==> config.mk <==
export PLATFORM = sky130hd
export DESIGN_NAME = voxel_ray_traversal_unit
export DESIGN_NICKNAME = d
export VERILOG_FILES = /design/src/sv/vrt_pkg.sv /design/src/sv/vrt_div.sv /design/src/sv/vrt_dpath.sv /design/src/sv/vrt_ctrl.sv /design/src/sv/voxel_ray_traversal_unit.sv
export SDC_FILE = /design/constraint.sdc
export NUM_CORES = 1
export LEC_CHECK = 0
export BUFFER_PORTS_ARGS = -buffer_cell sky130_fd_sc_hd__buf_2
export CAP_MARGIN = 20
export CORE_ASPECT_RATIO = 0.5
export CORE_MARGIN = 2
export CORE_UTILIZATION = 45
export CTS_CLUSTER_DIAMETER = 200
export DETAILED_ROUTE_END_ITERATION = 8
export PLACE_DENSITY = 0.66
export REMOVE_ABC_BUFFERS = 1
export SYNTH_ARGS = -nofsm -noshare
export SYNTH_HDL_FRONTEND = slang
export SYNTH_SLANG_ARGS = --single-unit
==> constraint.sdc <==
create_clock -name clk_i -period 11.7 [get_ports clk_i]
set_input_delay 0.585 -clock clk_i [delete_from_list [all_inputs] [get_ports clk_i]]
set_output_delay 0.585 -clock clk_i [all_outputs]
set_load 0.1 [all_outputs]
==> src/sv/vrt_pkg.sv <==
// Shared types and codes for the voxel ray traversal unit.
// Used by the controller, the datapath and the top level; no dependencies.
package vrt_pkg;

  // item kinds on the input channel
  localparam logic MODE_START = 1'b0;
  localparam logic MODE_REPLY = 1'b1;

  // result status codes
  localparam logic [2:0] ST_PROBE = 3'd0;
  localparam logic [2:0] ST_HIT   = 3'd1;
  localparam logic [2:0] ST_MISS  = 3'd2;
  localparam logic [2:0] ST_LIMIT = 3'd3;
  localparam logic [2:0] ST_IDLE  = 3'd4;

  localparam int NUM_AXES = 3;
  localparam int DIV_JOBS = 2 * NUM_AXES;

  typedef enum logic [2:0] {
    S_IDLE,
    S_DIV_GO,
    S_DIV_WAIT,
    S_STEP,
    S_EMIT
  } state_e;

  // what the pending result will report
  typedef enum logic [1:0] {
    K_IGNORED,
    K_HIT,
    K_MISS,
    K_CHECK
  } kind_e;

  typedef struct packed {
    logic       load_start;
    logic       div_start;
    logic       div_store;
    logic [2:0] div_sel;
    logic       step;
    logic       out_load;
    logic       zero_fields;
    logic [2:0] status;
  } cmd_t;

  typedef struct packed {
    logic div_done;
    logic reached;
  } sts_t;

endpackage

==> src/sv/vrt_div.sv <==
// Restoring divider, one quotient bit per cycle, result saturated to 32 bits.
// Depends on nothing; used by the datapath.
module vrt_div #(
  parameter int NW = 31
) (
  input  logic          clk_i,
  input  logic          rst_ni,
  input  logic          start_i,
  input  logic [NW-1:0] num_i,
  input  logic [15:0]   den_i,
  output logic          done_o,
  output logic [31:0]   quot_o
);

  localparam int CNTW = $clog2(NW + 1);

  logic            run_q, run_d;
  logic [CNTW-1:0] cnt_q, cnt_d;
  logic [16:0]     rem_q, rem_d;
  logic [NW-1:0]   num_q, num_d;
  logic [NW-1:0]   quo_q, quo_d;
  logic [16:0]     rem_sh;
  logic [63:0]     quo_wide;

  // shift one numerator bit in, subtract when it fits
  always_comb begin
    rem_sh = {rem_q[15:0], num_q[NW-1]};
    run_d  = run_q;
    cnt_d  = cnt_q;
    rem_d  = rem_q;
    num_d  = num_q;
    quo_d  = quo_q;
    if (start_i) begin
      run_d = 1'b1;
      cnt_d = CNTW'(NW);
      rem_d = '0;
      num_d = num_i;
      quo_d = '0;
    end else if (run_q && cnt_q != '0) begin
      cnt_d = cnt_q - 1'b1;
      num_d = num_q << 1;
      if (rem_sh >= {1'b0, den_i}) begin
        rem_d = rem_sh - {1'b0, den_i};
        quo_d = {quo_q[NW-2:0], 1'b1};
      end else begin
        rem_d = rem_sh;
        quo_d = {quo_q[NW-2:0], 1'b0};
      end
    end else if (run_q) begin
      run_d = 1'b0;
    end
  end

  always_ff @(posedge clk_i or negedge rst_ni) begin
    if (!rst_ni) begin
      run_q <= 1'b0;
      cnt_q <= '0;
    end else begin
      run_q <= run_d;
      cnt_q <= cnt_d;
    end
  end

  always_ff @(posedge clk_i) begin
    rem_q <= rem_d;
    num_q <= num_d;
    quo_q <= quo_d;
  end

  // saturate the quotient
  assign quo_wide = 64'(quo_q);
  assign quot_o   = (quo_wide > 64'hFFFF_FFFF) ? 32'hFFFF_FFFF : quo_wide[31:0];
  assign done_o   = run_q && (cnt_q == '0);

endmodule

==> src/sv/vrt_dpath.sv <==
// Datapath: ray setup, crossing tables, axis stepping and the output register.
// Depends on vrt_pkg and vrt_div.
module vrt_dpath import vrt_pkg::*; #(
  parameter int COORD_INT_BITS = 16,
  parameter int POS_FRAC_BITS  = 8,
  parameter int DIR_FRAC_BITS  = 14,
  parameter int T_FRAC_BITS    = 16
) (
  input  logic        clk_i,
  input  logic        rst_ni,
  input  cmd_t        cmd_i,
  output sts_t        sts_o,
  input  logic [23:0] origin_x_i,
  input  logic [23:0] origin_y_i,
  input  logic [23:0] origin_z_i,
  input  logic [15:0] dir_x_i,
  input  logic [15:0] dir_y_i,
  input  logic [15:0] dir_z_i,
  input  logic [7:0]  max_distance_i,
  output logic [2:0]  status_o,
  output logic [15:0] voxel_x_o,
  output logic [15:0] voxel_y_o,
  output logic [15:0] voxel_z_o,
  output logic [23:0] travel_distance_o
);

  localparam int CW  = COORD_INT_BITS;
  localparam int DW  = POS_FRAC_BITS + 1;
  localparam int NW  = T_FRAC_BITS + DIR_FRAC_BITS + 1;
  localparam int SH  = T_FRAC_BITS + DIR_FRAC_BITS - POS_FRAC_BITS;
  localparam int SHR = (T_FRAC_BITS >= POS_FRAC_BITS) ? T_FRAC_BITS - POS_FRAC_BITS : 0;
  localparam int SHL = (T_FRAC_BITS >= POS_FRAC_BITS) ? 0 : POS_FRAC_BITS - T_FRAC_BITS;

  logic [CW-1:0] cell_q [NUM_AXES];
  logic          sign_q [NUM_AXES];
  logic [15:0]   mag_q  [NUM_AXES];
  logic [DW-1:0] dist_q [NUM_AXES];
  logic [31:0]   next_q [NUM_AXES];
  logic [31:0]   spc_q  [NUM_AXES];
  logic [31:0]   dnow_q;
  logic [7:0]    limit_q;

  logic [2:0]    status_q;
  logic [15:0]   vox_q [NUM_AXES];
  logic [23:0]   travel_q;

  logic [23:0]   org   [NUM_AXES];
  logic [15:0]   dir   [NUM_AXES];
  logic [23:0]   org_sh[NUM_AXES];
  logic          pos   [NUM_AXES];
  logic [CW-1:0] cell_in [NUM_AXES];
  logic [15:0]   mag_in  [NUM_AXES];
  logic [DW-1:0] dist_in [NUM_AXES];

  logic [1:0]    div_axis;
  logic          div_spc;
  logic [NW-1:0] div_num;
  logic          div_done;
  logic [31:0]   div_quot;
  logic [31:0]   div_res;

  logic [1:0]    step_axis;
  logic [32:0]   step_sum;
  logic [31:0]   step_next;
  logic [63:0]   travel_wide;

  assign org[0] = origin_x_i;
  assign org[1] = origin_y_i;
  assign org[2] = origin_z_i;
  assign dir[0] = dir_x_i;
  assign dir[1] = dir_y_i;
  assign dir[2] = dir_z_i;

  // per-axis setup: cell, step sign, direction magnitude, first boundary gap
  always_comb begin
    for (int a = 0; a < NUM_AXES; a++) begin
      org_sh[a]  = org[a] >> POS_FRAC_BITS;
      cell_in[a] = CW'(org_sh[a]);
      pos[a]     = !dir[a][15] && (dir[a] != '0);
      mag_in[a]  = dir[a][15] ? 16'(17'h10000 - {1'b0, dir[a]}) : dir[a];
      if (pos[a]) begin
        dist_in[a] = (DW'(1) << POS_FRAC_BITS) - DW'(org[a][POS_FRAC_BITS-1:0]);
      end else begin
        dist_in[a] = DW'(org[a][POS_FRAC_BITS-1:0]);
      end
    end
  end

  // select the division job: first three are gaps, last three spacings
  always_comb begin
    div_spc  = (cmd_i.div_sel >= 3'(NUM_AXES));
    div_axis = div_spc ? 2'(cmd_i.div_sel - 3'(NUM_AXES)) : cmd_i.div_sel[1:0];
    if (div_spc) begin
      div_num = NW'(1) << (T_FRAC_BITS + DIR_FRAC_BITS);
    end else begin
      div_num = NW'(dist_q[div_axis]) << SH;
    end
  end

  vrt_div #(
    .NW (NW)
  ) u_div (
    .clk_i   (clk_i),
    .rst_ni  (rst_ni),
    .start_i (cmd_i.div_start),
    .num_i   (div_num),
    .den_i   (mag_q[div_axis]),
    .done_o  (div_done),
    .quot_o  (div_quot)
  );

  // a zero direction component never crosses: saturate both table entries
  assign div_res = (mag_q[div_axis] == 16'd0) ? 32'hFFFF_FFFF : div_quot;

  // pick the axis with the smallest crossing, ties toward z then y
  always_comb begin
    if (next_q[0] < next_q[1]) begin
      step_axis = (next_q[0] < next_q[2]) ? 2'd0 : 2'd2;
    end else begin
      step_axis = (next_q[1] < next_q[2]) ? 2'd1 : 2'd2;
    end
    step_sum  = {1'b0, next_q[step_axis]} + {1'b0, spc_q[step_axis]};
    step_next = step_sum[32] ? 32'hFFFF_FFFF : step_sum[31:0];
  end

  // ray state
  always_ff @(posedge clk_i) begin
    if (cmd_i.load_start) begin
      for (int a = 0; a < NUM_AXES; a++) begin
        cell_q[a] <= cell_in[a];
        sign_q[a] <= pos[a];
        mag_q[a]  <= mag_in[a];
        dist_q[a] <= dist_in[a];
      end
      dnow_q  <= '0;
      limit_q <= max_distance_i;
    end else if (cmd_i.step) begin
      if (sign_q[step_axis]) begin
        cell_q[step_axis] <= cell_q[step_axis] + 1'b1;
      end else begin
        cell_q[step_axis] <= cell_q[step_axis] - 1'b1;
      end
      dnow_q            <= next_q[step_axis];
      next_q[step_axis] <= step_next;
    end
    if (cmd_i.div_store) begin
      if (div_spc) begin
        spc_q[div_axis]  <= div_res;
      end else begin
        next_q[div_axis] <= div_res;
      end
    end
  end

  // distance in position units, saturated to the field
  assign travel_wide = (64'(dnow_q) >> SHR) << SHL;

  // output register
  always_ff @(posedge clk_i) begin
    if (cmd_i.out_load) begin
      status_q <= cmd_i.status;
      for (int a = 0; a < NUM_AXES; a++) begin
        vox_q[a] <= cmd_i.zero_fields ? 16'd0 : 16'(cell_q[a]);
      end
      if (cmd_i.zero_fields) begin
        travel_q <= '0;
      end else begin
        travel_q <= (travel_wide > 64'hFF_FFFF) ? 24'hFF_FFFF : travel_wide[23:0];
      end
    end
  end

  assign sts_o.div_done = div_done;
  assign sts_o.reached  = 64'(dnow_q) >= (64'(limit_q) << T_FRAC_BITS);

  assign status_o          = status_q;
  assign voxel_x_o         = vox_q[0];
  assign voxel_y_o         = vox_q[1];
  assign voxel_z_o         = vox_q[2];
  assign travel_distance_o = travel_q;

endmodule

==> src/sv/vrt_ctrl.sv <==
// Controller: accepts items, sequences the six divisions and a step,
// and loads the output register. Depends on vrt_pkg.
module vrt_ctrl import vrt_pkg::*; (
  input  logic clk_i,
  input  logic rst_ni,
  input  logic in_valid_i,
  output logic in_stall_o,
  input  logic mode_i,
  input  logic voxel_present_i,
  input  logic voxel_solid_i,
  output logic out_valid_o,
  input  logic out_stall_i,
  output cmd_t cmd_o,
  input  sts_t sts_i
);

  state_e     state_q, state_d;
  kind_e      kind_q, kind_d;
  logic [2:0] idx_q, idx_d;
  logic       busy_q, busy_d;
  logic       out_valid_q, out_valid_d;
  logic       accept;
  logic       out_free;
  logic       last_job;

  assign accept   = in_valid_i && (state_q == S_IDLE);
  assign out_free = !out_valid_q || !out_stall_i;
  assign last_job = (idx_q == 3'(DIV_JOBS - 1));

  // next state
  always_comb begin
    state_d = state_q;
    case (state_q)
      S_IDLE: begin
        if (accept) begin
          if (mode_i == MODE_START) begin
            state_d = S_DIV_GO;
          end else if (busy_q && voxel_present_i && !voxel_solid_i) begin
            state_d = S_STEP;
          end else begin
            state_d = S_EMIT;
          end
        end
      end
      S_DIV_GO:   state_d = S_DIV_WAIT;
      S_DIV_WAIT: begin
        if (sts_i.div_done) begin
          state_d = last_job ? S_EMIT : S_DIV_GO;
        end
      end
      S_STEP:     state_d = S_EMIT;
      S_EMIT: begin
        if (out_free) begin
          state_d = S_IDLE;
        end
      end
      default:    state_d = S_IDLE;
    endcase
  end

  // result kind, job index, ray-active flag, output valid
  always_comb begin
    kind_d      = kind_q;
    idx_d       = idx_q;
    busy_d      = busy_q;
    out_valid_d = out_valid_q && out_stall_i;
    if (accept) begin
      idx_d = '0;
      if (mode_i == MODE_START) begin
        kind_d = K_CHECK;
      end else if (!busy_q) begin
        kind_d = K_IGNORED;
      end else if (!voxel_present_i) begin
        kind_d = K_MISS;
      end else if (voxel_solid_i) begin
        kind_d = K_HIT;
      end else begin
        kind_d = K_CHECK;
      end
    end
    if (state_q == S_DIV_WAIT && sts_i.div_done) begin
      idx_d = idx_q + 1'b1;
    end
    if (state_q == S_EMIT && out_free) begin
      out_valid_d = 1'b1;
      busy_d      = (kind_q == K_CHECK) && !sts_i.reached;
    end
  end

  // datapath commands
  always_comb begin
    cmd_o             = '0;
    cmd_o.load_start  = accept && (mode_i == MODE_START);
    cmd_o.div_sel     = idx_q;
    cmd_o.div_start   = (state_q == S_DIV_GO);
    cmd_o.div_store   = (state_q == S_DIV_WAIT) && sts_i.div_done;
    cmd_o.step        = (state_q == S_STEP);
    cmd_o.out_load    = (state_q == S_EMIT) && out_free;
    cmd_o.zero_fields = (kind_q == K_IGNORED);
    case (kind_q)
      K_IGNORED: cmd_o.status = ST_IDLE;
      K_HIT:     cmd_o.status = ST_HIT;
      K_MISS:    cmd_o.status = ST_MISS;
      K_CHECK:   cmd_o.status = sts_i.reached ? ST_LIMIT : ST_PROBE;
      default:   cmd_o.status = ST_IDLE;
    endcase
  end

  always_ff @(posedge clk_i or negedge rst_ni) begin
    if (!rst_ni) begin
      state_q     <= S_IDLE;
      kind_q      <= K_IGNORED;
      idx_q       <= '0;
      busy_q      <= 1'b0;
      out_valid_q <= 1'b0;
    end else begin
      state_q     <= state_d;
      kind_q      <= kind_d;
      idx_q       <= idx_d;
      busy_q      <= busy_d;
      out_valid_q <= out_valid_d;
    end
  end

  assign in_stall_o  = (state_q != S_IDLE);
  assign out_valid_o = out_valid_q;

`ifndef SYNTH
  a_load_when_free: assert property (@(posedge clk_i) disable iff (!rst_ni)
    cmd_o.out_load |-> (!out_valid_q || !out_stall_i))
    else $error("output register loaded while a result is still held");

  a_done_in_wait: assert property (@(posedge clk_i) disable iff (!rst_ni)
    sts_i.div_done |-> (state_q == S_DIV_WAIT))
    else $error("divider finished outside the wait state");

  a_busy_falls_at_emit: assert property (@(posedge clk_i) disable iff (!rst_ni)
    $fell(busy_q) |-> $past(state_q == S_EMIT))
    else $error("ray ended without emitting a result");

  a_load_sets_valid: assert property (@(posedge clk_i) disable iff (!rst_ni)
    cmd_o.out_load |=> out_valid_q)
    else $error("loaded result not presented");
`endif

endmodule

==> src/sv/voxel_ray_traversal_unit.sv <==
// Start item: set by six divisions run one bit per cycle through a single shared
// divider, after which the result is emitted. Probe reply: the result is loaded
// into the output register in S_EMIT, reached through S_STEP when a step is taken;
// S_EMIT holds while a held result is stalled. One item in flight; the next item is
// taken while a result still waits. rst_ni clears all control state at once.
module voxel_ray_traversal_unit import vrt_pkg::*; #(
  parameter int COORD_INT_BITS = 16,
  parameter int POS_FRAC_BITS  = 8,
  parameter int DIR_FRAC_BITS  = 14,
  parameter int T_FRAC_BITS    = 16
) (
  input  logic        clk_i,
  input  logic        rst_ni,
  input  logic        in_valid_i,
  output logic        in_stall_o,
  input  logic        mode_i,
  input  logic [23:0] origin_x_i,
  input  logic [23:0] origin_y_i,
  input  logic [23:0] origin_z_i,
  input  logic [15:0] dir_x_i,
  input  logic [15:0] dir_y_i,
  input  logic [15:0] dir_z_i,
  input  logic [7:0]  max_distance_i,
  input  logic        voxel_present_i,
  input  logic        voxel_solid_i,
  output logic        out_valid_o,
  input  logic        out_stall_i,
  output logic [2:0]  status_o,
  output logic [15:0] voxel_x_o,
  output logic [15:0] voxel_y_o,
  output logic [15:0] voxel_z_o,
  output logic [23:0] travel_distance_o
);

  cmd_t cmd;
  sts_t sts;

  vrt_ctrl u_ctrl (
    .clk_i           (clk_i),
    .rst_ni          (rst_ni),
    .in_valid_i      (in_valid_i),
    .in_stall_o      (in_stall_o),
    .mode_i          (mode_i),
    .voxel_present_i (voxel_present_i),
    .voxel_solid_i   (voxel_solid_i),
    .out_valid_o     (out_valid_o),
    .out_stall_i     (out_stall_i),
    .cmd_o           (cmd),
    .sts_i           (sts)
  );

  vrt_dpath #(
    .COORD_INT_BITS (COORD_INT_BITS),
    .POS_FRAC_BITS  (POS_FRAC_BITS),
    .DIR_FRAC_BITS  (DIR_FRAC_BITS),
    .T_FRAC_BITS    (T_FRAC_BITS)
  ) u_dpath (
    .clk_i             (clk_i),
    .rst_ni            (rst_ni),
    .cmd_i             (cmd),
    .sts_o             (sts),
    .origin_x_i        (origin_x_i),
    .origin_y_i        (origin_y_i),
    .origin_z_i        (origin_z_i),
    .dir_x_i           (dir_x_i),
    .dir_y_i           (dir_y_i),
    .dir_z_i           (dir_z_i),
    .max_distance_i    (max_distance_i),
    .status_o          (status_o),
    .voxel_x_o         (voxel_x_o),
    .voxel_y_o         (voxel_y_o),
    .voxel_z_o         (voxel_z_o),
    .travel_distance_o (travel_distance_o)
  );

endmodule

# Word level (Yosys, flattened, before mapping)
# Memories as Yosys holds them, arrays and structs flattened.
# Index checks and enable logic that the tools add are counted.
dict set report totals {
  ff_bits 161
  ram_bits 366
  in_bits 135
  out_inout_bits 77
  mem_count 7
}
dict set report op_classes {
  add_sub_neg 13
  order_cmp 8
  n_eq_ne 12
  muxes 70
  bitwise_logic 2
  reduce_logical 35
}
# name words width read_ports rd_clocked_by_memory_dff wr line
set memory_table {}
lappend memory_table {u_dpath.next_q 3 32 4 0 1 vrt_dpath.sv:38} ;# logic [31:0] next_q [NUM_AXES];
lappend memory_table {u_dpath.spc_q 3 32 1 0 1 vrt_dpath.sv:39} ;# logic [31:0] spc_q [NUM_AXES];
lappend memory_table {u_dpath.cell_q 3 16 4 0 3 vrt_dpath.sv:34} ;# logic [CW-1:0] cell_q [NUM_AXES];
lappend memory_table {u_dpath.mag_q 3 16 1 0 3 vrt_dpath.sv:36} ;# logic [15:0] mag_q [NUM_AXES];
lappend memory_table {u_dpath.vox_q 3 16 3 0 3 vrt_dpath.sv:44} ;# logic [15:0] vox_q [NUM_AXES];
lappend memory_table {u_dpath.dist_q 3 9 1 0 3 vrt_dpath.sv:37} ;# logic [DW-1:0] dist_q [NUM_AXES];
lappend memory_table {{1 more memories} n/a n/a n/a n/a n/a n/a}
# operator n
set ops {}
lappend ops {{two-way mux 16 bit} 9}
lappend ops {{two-way mux 32 bit} 4}
lappend ops {{less-than comparator 32 bit} 3}
lappend ops {{two-way mux 31 bit} 3}
lappend ops {{nonzero test 16 bit} 3}
lappend ops {{subtractor 1 x 16 -> 16 bit, first input constant} 3}
lappend ops {{adder 32 x 32 -> 33 bit} 1}
lappend ops {{>= comparator 32 x 24 -> 1 bit} 1}
lappend ops {{greater-than comparator 31 x 32 -> 1 bit, second input constant} 1}
lappend ops {{OR reduction 32 bit} 1}
lappend ops {{two-way mux 1 bit} 27}
lappend ops {{two-way mux 9 bit} 3}
lappend ops {{subtractor 9 x 8 -> 9 bit, first input constant} 3}
lappend ops {{greater-than comparator 24 bit, second input constant} 1}
lappend ops {{two-way mux 24 bit} 1}
lappend ops {{two-way mux 3 bit} 8}
lappend ops {{two-way mux 2 bit} 11}
lappend ops {{>= comparator 17 x 16 -> 1 bit} 1}
lappend ops {{adder 16 x 1 -> 16 bit, second input constant} 1}
lappend ops {{zero test 16 bit} 1}
lappend ops {{OR reduction 16 bit} 1}
lappend ops {{subtractor 16 x 1 -> 16 bit, second input constant} 1}
lappend ops {{subtractor 16 bit} 1}
lappend ops {{one-hot mux 3 bit (5 select lines)} 1}
lappend ops {{other kinds (25)} 50}

# Longest topological paths before layout
# Gate-level depths: netlist (run 1).
# An unclocked memory read counts as a cell.
dict set report logic_depth {
  word_depth 12
  ltp_mapped 28
}

# By module
# From an unflattened synthesis (run 1), not the netlist that was laid out.
dict set report hier_totals {
  hier_cells 2745
  hier_area_um2 28999.1
}
# mod n_inst cells_per_inst area_each_um2 seq_area_each_um2
set by_module_without_submodules {}
lappend by_module_without_submodules {vrt_dpath 1 2199 23879.2 12682.2}
lappend by_module_without_submodules {vrt_div 1 473 4463.0 2021.9}
lappend by_module_without_submodules {vrt_ctrl 1 73 656.9 250.2}

# Worst setup path before layout (run 1)
# Ideal clock, no wire load.
dict set report synth_timing {
  path_kind {register to register}
  startpoint {memory u_dpath.next_q[1][25]}
  endpoint {memory u_dpath.next_q[0][30], data pin}
  setup_time_ps 268
  arrival_time_ps 5943
  required_ps 11432
  slack_ps 5489
  stages_incl_launch_ff 24
  period_less_slack_ps 6211
  cell_sequence {edfxtp_1 ha_1 a21o_1 a221o_1 a221oi_1 o21ai_0 nor2_1 clkbuf_1 clkbuf_1 buf_1 nand2_1 o21ai_0 ha_1 nor2b_1 o21a_1 a311o_1 a31oi_4 o32ai_2 o41ai_2 a21oi_2 a311o_2 a41oi_2 nor2b_2 o32a_1}
}
# item line
set synth_rtl {}
lappend synth_rtl {{start: declaration} vrt_dpath.sv:38}

==> results of run 1 <==
-- worst paths after layout --
kind | startpoint | to | slack, ns
max reg2reg | u_dpath.next_q[0][10] | u_dpath.next_q[2][30] | 4.10
max in group asynchronous | rst_ni | u_dpath.u_div.cnt_q[1] | 10.95
max | u_dpath.next_q[0][10] | u_dpath.next_q[2][30] | 4.10
min | max_distance_i[3] | u_dpath.limit_q[3] | 0.18
min in group asynchronous | rst_ni | u_ctrl.state_q[2] | 0.46
min reg2reg | u_dpath.dnow_q[3] | u_dpath.dnow_q[3] | 0.46
-- report_power, final --
group	internal, mW	leakage [nW]	switching (mW)
Combinational	0.562	6.94	1.23
Clock	0.928	0.791	0.708
Sequential	2.35	4.69	0.202
-- logic make-up after synthesis --
group | synth area share, %
multiplexers | 5.21
adder cells (fa/ha/maj) | 8.37
XOR/XNOR | 3.41
flip-flops | 53.5
AO/OA/AOI/OAI | 12.9
AND/OR/NAND/NOR | 13.4
buffers and inverters | 3.24
-- synth_stat cells (all sizes together) (6+ instances only) --
master | n | area, um^2
nand2b | 48 | 300
xor2 | 15 | 131
inv | 123 | 462
a211oi | 13 | 97.6
or2 | 10 | 62.6
mux2 | 26 | 293
o31ai | 18 | 135
nor4 | 10 | 62.6
a21oi | 184 | 928
a22o | 10 | 87.6
nor3 | 33 | 165
and2 | 8 | 50.1
and4 | 8 | 70.1
dfxtp | 79 | 1580
o22a | 30 | 263
edfxtp | 410 | 12300
a21boi | 6 | 45.1
nor2b | 87 | 547
and3 | 6 | 37.5
o21bai | 9 | 67.6
nand4 | 23 | 144
a31oi | 8 | 65.1
o21a | 15 | 113
or4 | 9 | 67.6
mux2i | 110 | 1100
o21ai | 185 | 926
nand3 | 27 | 135
o41ai | 15 | 139
clkbuf | 77 | 289
a21o | 32 | 240
nand2 | 372 | 1400
or3 | 11 | 68.8
dfrtp | 16 | 400
nor2 | 97 | 364
ha | 174 | 2180
buf | 22 | 113
xnor2 | 89 | 780
-- through the flow --
step	setup WS, ns	utilization [%]	cells
6_report	4.10	51.5	3485
4_1_cts	4.09	51.4	3480
2_1_floorplan	1.32	-	2370
3_3_place_gp	4.19	48.6	3389
5_1_grt	3.75	51.5	3484
3_5_place_dp	4.10	48.6	3389
-- worst register-to-register path, cell delays in order, from the launching register on --
cell,delay (ns)
edfxtp_1,0.43
ha_1,0.35
and4_1,0.22
nor4b_1,0.40
a211oi_1,0.14
a211oi_1,0.43
nor2_1,0.20
nand2_4,0.49
buf_4,0.67
mux2i_1,0.28
o21ai_0,0.09
ha_1,0.23
inv_1,0.07
fa_1,0.21
nor2b_1,0.06
o21a_1,0.19
a311o_1,0.42
a31oi_4,0.30
o32ai_2,0.18
o41ai_2,0.45
a21oi_2,0.13
a311o_2,0.46
a41oi_2,0.30
nor2b_4,0.22
o32a_1,0.43
-- layer usage --
metal	wire, um	share of wire, %
met2	28500	44
met4	1090	1.7
met5	0	0
met3	3670	5.7
met1	30800	48
-- cell type report --
class | count | share of cell area [%]
Sequential cell | 505 | 47.1
Multi-Input combinational cell | 1741 | 38.4
Clock buffer | 64 | 4.56
Timing Repair Buffer | 241 | 4.29
Tap cell | 780 | 3.21
Inverter | 124 | 1.54
Clock inverter | 26 | 0.886
Antenna cell | 4 | 0.0330
-- flip-flops by register name, indices dropped and copies added, names as in the netlist --
register                   cells
u_ctrl.busy_q                  1
u_ctrl.idx_q                   3
u_ctrl.kind_q                  2
u_ctrl.out_valid_o             1
u_ctrl.state_q                 3
u_dpath.cell_q                48
u_dpath.dist_q                27
u_dpath.dnow_q                32
u_dpath.limit_q                8
u_dpath.mag_q                 48
u_dpath.next_q                96
u_dpath.sign_q                 3
u_dpath.spc_q                 96
u_dpath.status_o               3
u_dpath.travel_distance_o     24
u_dpath.u_div.cnt_q            5
u_dpath.u_div.num_q            9
u_dpath.u_div.quo_q           31
u_dpath.u_div.rem_q           16
u_dpath.u_div.run_q            1
u_dpath.vox_q                 48
==> run metrics, run 1 <==
status=finished clean; data arrival time of the worst path=7.91 ns; final hold vios=0; # Post-CTS Setup Buffers=0; Post-CTS Hold Buffers=1; Area Growth Syn to Fin=13.6%; CTS-repair resized insts=0; Final #Nets=2,973; met3 usage=3.51%; core area=59,000 um^2; Pins Over Slew Limit=0; Tmin final=7.60 ns; multi-input logic area=11,700 um^2; share of cells above drive strength 1=14.1%; smallest hold slack=0.183 ns; sequential fraction of the synthesis area=53.5%; cts bufs inserted=48; initial antenna violation count=4; worst slew pin tran=0.986 ns; DP Wirelength=44,900 um; DRT Pass-1 Iters=6; met1 usage=29.4%; cell count after synthesis=2,469; Max-Cap Viols=0; Buf/Inv on CP=2; Starting Density=45.3%; Initial DRC Count=1,414; Vias=19.0k; worst hold stages=1; first-pass GRT wire length=98,600 um; commonest cells after routing, fill and taps aside=edfxtp_1 (410), nand2_1 (370), buf_2 (211); CP max stage cell=buf_4; Max Clock Freq=132 MHz; # DRC=0; CP delay by family, top=compound AO/OA/AOI/OAI gates; crit end category=register; Antenna Nets Post-Route=0; Die Height=176 um; Reg area=14,300 um^2; Final Cycle Share=64.9%; stages on the worst setup path=24; largest net degree at the start of global routing=76; clock root buffer master=clkbuf_16; Clock Skew=0.0151 ns; Yosys cell types=70; clk slew on worst S/H paths=0.07 ns; GR Util All Layers=20.4%; Placed Area=28,700 um^2; vias in the first global route=18.1k; Main synth FF type=edfxtp_1; die width=349 um; post-route design area=30,400 um^2; commonest non-fill, non-tap cell in the layout=edfxtp_1; crit-path max cell delay=0.67 ns; CTS tree=done; Post-Syn Area=26,700 um^2; Startpoint Class=register; GPL Wtd Cong=0.900; Worst Path Max Fanout=36; port bufs=211; number of fillers in the final layout=5,253; RSZ-0062 raised after global routing=false; LEAKAGE=12.4 nW; Die ar.=61,500 um^2; setup TNS=0 ns; average vias per placed instance=5.46; Max VDD drop=0.106 mV; PwrDens=197 nW/um^2; Ys Warns=0; GRT overflow=0; required time of the worst setup path=12.02 ns; final setup vio count=0; H-tree depth=2; CP Cell Sequence=ha_1, and4_1, nor4b_1, a211oi_1, a211oi_1, nor2_1, nand2_4, buf_4, mux2i_1, o21ai_0, ha_1, inv_1, fa_1, nor2b_1, o21a_1, a311o_1, a31oi_4, o32ai_2, o41ai_2, a21oi_2, a311o_2, a41oi_2, nor2b_4, o32a_1; number of core rows=63; EDFF count, synth=410; Routed wire per std cell=18.4 um; Hold WC Path Type=in2reg; IO Count=212; Sink Count=505; Slew headroom=34.3%; total power=5.98 mW; #FFs+latches synth=505; total wire length=64,000 um; Longest Clk Path Bufs=3; global route hottest layer=met2; Reg2Reg Depth=24; Clock Latency Late Sink=0.58 ns; asr flop ratio synth=3.17%; crit path kind=reg2reg; global-route track usage on met2=32.1%; Mean Syn Cell Area=10.8 um^2
(Power assumes the default switching activity.)
==> run 2, diff against run 1 <==
Settings changed: ABC_AREA from default to 1.
Clock period 11.7 ns to 7.35 ns, I/O delays scaled along.
==> run metrics, run 2 <==
#FFs+latches synth=505 (unchanged); Final #Nets=3,374 (+13%); Max VDD drop=0.193 mV (+83%); Final WS setup=0.986 ns (-3.12 ns); pre-CTS WS=1.11 ns (-2.99 ns); Clock Power Share=44.3% (+17 points); Yosys cell types=52 (-26%); Sink Count=505 (unchanged); Hold WC Path Type=in2reg; top flop regs=u_dpath.next_q: 96 flops, u_dpath.spc_q: 96 flops; worst slew pin tran=1.12 ns (+0.137 ns); internal cell power=4.62 mW (+20%); FF-to-FF Start=u_dpath.next_q[1][5]; CTS tree=done; data arrival time of the worst path=6.67 ns (-1.24 ns); first-pass GRT wire length=105,000 um (+6.7%); Worst Path Max Fanout=35 (-2.8%); Longest Clk Path Bufs=3 (unchanged); cts bufs inserted=48 (unchanged); crit end category=register; multi-input logic area=10,700 um^2 (-8.0%); Synth top area share=46.1% (about the same); EDFF count, synth=410 (unchanged); Routed wire per std cell=17.6 um (-4.0%); total power=5.84 mW (-2.4%); Post-Syn Area=26,700 um^2 (about the same); Die Height=176 um (about the same); worst r2r dst=u_dpath.next_q[0][19]; initial antenna violation count=1 (-3); Starting Density=45.3% (about the same); Pins Over Slew Limit=0 (unchanged); worst hold stages=1 (unchanged); RSZ-0062 raised after global routing=false; core area=59,000 um^2 (unchanged); die width=349 um (about the same); reg-to-reg slack, setup=0.99 ns (-3.12 ns); Slew headroom=24.9% (-9.4 points); # DRC=0 (unchanged); crit path kind=reg2reg; H-tree depth=2 (unchanged); Clock Skew=0.0359 ns (+0.0208 ns); clk slew on worst S/H paths=0.07 ns (about the same); commonest cells after routing, fill and taps aside=nand2_1 (562), edfxtp_1 (410), inv_1 (350); DP Wirelength=49,200 um (+9.5%); cell with the most instances after synthesis=nand2_1; Area Growth Syn to Fin=13.9%; Antenna Nets Post-Route=0 (unchanged); power share of the sequential group=52.8% (+10 points); switch share=20.9% (-15 points); final hold vios=0 (unchanged); commonest non-fill, non-tap cell in the layout=nand2_1; LEAKAGE=13.6 nW (+9.7%); average vias per placed instance=5.26 (-3.7%); CTS-repair resized insts=0 (unchanged); number of core rows=63 (unchanged); port bufs=211 (unchanged); cell count after synthesis=2,846 (+15%); Die ar.=61,500 um^2 (about the same); hold endpoint=u_dpath.mag_q[2][0]; number of fillers in the final layout=5,404 (+2.9%); vias in the first global route=19.6k (+8.0%); share of cells above drive strength 1=11.6% (-2.5 points); Max-Cap Viols=0 (unchanged); Tmin final=6.36 ns (-1.23 ns); Core Util, Final=51.6% (+0.12 points); Main synth FF type=edfxtp_1; PwrDens=192 nW/um^2 (-2.6%); DRT Pass-1 Iters=5 (-1); status=finished clean; Reg2Reg Depth=26 (+8.3%); GR Util All Layers=21.8% (+1.4 points); Yosys top cell by area=edfxtp_1; IO Count=212 (unchanged); required time of the worst setup path=7.66 ns (-4.36 ns); sequential fraction of the synthesis area=53.5% (about the same); total wire length=68,400 um (+6.9%); Reg area=14,300 um^2 (unchanged); top cells by area, synth=edfxtp_1 (46%), ha_1 (8.1%), nand2_1 (7.9%); Startpoint Class=register; Mean Syn Cell Area=9.39 um^2 (-13%); Vias=20.4k (+7.3%); Final Cycle Share=86.6% (+22 points); Initial DRC Count=1,504 (+6.4%); clock root buffer master=clkbuf_16; Net Sw Power=1.22 mW (-43%); GRT overflow=0 (unchanged); asr flop ratio synth=3.17% (unchanged); commonest cells in the netlist=nand2_1 (563), edfxtp_1 (410), inv_1 (351); min-delay src=dir_z_i[0]; Ys Warns=0 (unchanged); Max Clock Freq=157 MHz (+19%); Clock Latency Late Sink=0.60 ns (+0.02 ns); final setup vio count=0 (unchanged); GPL Wtd Cong=0.929 (+3.2%); largest net degree at the start of global routing=74 (-2.6%); Comb power frac=2.9% (-27 points)
==> run 2: changes by cell type after synthesis, moves of 32 or more <==
| cell | delta |
|---|---|
| xnor2_1 | -53 |
| a22oi_1 | +32 |
| inv_1 | +228 |
| o21ai_0 | +64 |
| mux2i_1 | -110 |
| nor2b_1 | -86 |
| nor2_1 | +186 |
| nand2_1 | +191 |
| xor2_1 | +51 |
| nand2b_1 | -48 |
==> run 2: layout make-up <==
cell class	instances	share of cell area [%]
sequential	505	47.0
multi-input combinational	1888	35.3
clock inverter	26	0.859
clock buffer	64	4.51
tap	780	3.21
inverter	363	4.48
antenna	1	0.00822
timing repair buffer	256	4.71
==> run 2: how the worst max path moves through the flow <==
| stage | slack (ns) | from | end |
|---|---|---|---|
| 6_report | 0.99 | u_dpath.next_q[1][5] | u_dpath.next_q[0][19] |
| 4_1_cts | 1.09 | u_dpath.next_q[1][31] | u_dpath.next_q[1][19] |
| 3_5_place_dp | 1.11 | u_dpath.next_q[1][31] | u_dpath.next_q[1][19] |
| 3_3_place_gp | 1.14 | u_dpath.next_q[1][21] | u_dpath.next_q[2][19] |
| 2_1_floorplan | -0.76 | u_ctrl.state_q[1] | u_dpath.cell_q[0][0] |
| 5_1_grt | 0.63 | u_dpath.next_q[0][5] | u_dpath.next_q[0][19] |
==> run 2: cell families after synthesis <==
group | count (synthesis) | synth area share (%)
buf+inv | 453 | 6.54
xor+xnor | 103 | 3.40
compound gates | 591 | 12.5
flops | 505 | 53.5
fa+ha+maj | 177 | 8.37
simple gates | 1017 | 15.7
==> run 2: power by group through the flow <==
stage,sequential [mW],combinational (mW),clock [mW]
6_report,3.08,0.170,2.59
5_1_grt,3.08,0.190,2.75
3_5_place_dp,3.15,0.164,0
2_1_floorplan,3.14,0.0834,0
4_1_cts,3.08,0.170,2.64
3_3_place_gp,3.15,0.161,0
==> run 2: timing repair <==
action | in CTS | in global routing
setup buffers | 0 | 0
endpoints found under the setup margin | 0 | 0
endpoints found under the hold margin | 28 | 0
hold buffers | 13 | 0
==> run 2: per-stage QoR <==
step	instance area (um^2)	TNS (ns)	instances	hold WS [ns]
CTS	30400	0	3881	0.00745
detailed placement	28700	0	3778	0.317
global route	30400	0	3882	0.00926
floorplan	26300	-38.56	2756	0.0719
global placement	28700	0	3777	0.318
finish	30400	0	3883	0.0342
==> run 2: metal layers <==
metal  up-vias  GRT usage, %  share of wire (%)
met5         -             0                  0
met4         0          5.73                2.1
met3        76          3.55                6.6
met2       613          35.2                 45
met1      9588          30.7                 46
li1      10200             -                  -
==> run 2: critical path, cell delays in order (launching register included) <==
cell	delay, ns
edfxtp_1	0.39
inv_1	0.06
ha_1	0.31
a21oi_1	0.16
nor2_1	0.05
nor3_1	0.13
nand2_1	0.11
nand2_1	0.07
nand2_1	0.08
nand2_1	0.06
nand2_1	0.10
nand2_4	0.38
nand2_2	0.30
inv_2	0.28
buf_4	0.45
a22oi_1	0.21
ha_1	0.39
nand2_1	0.07
inv_1	0.05
a21oi_1	0.09
o21ai_1	0.27
a21boi_0	0.21
o21ai_1	0.34
nand3_1	0.12
nand2_1	0.10
clkinv_1	0.53
a31oi_1	0.70
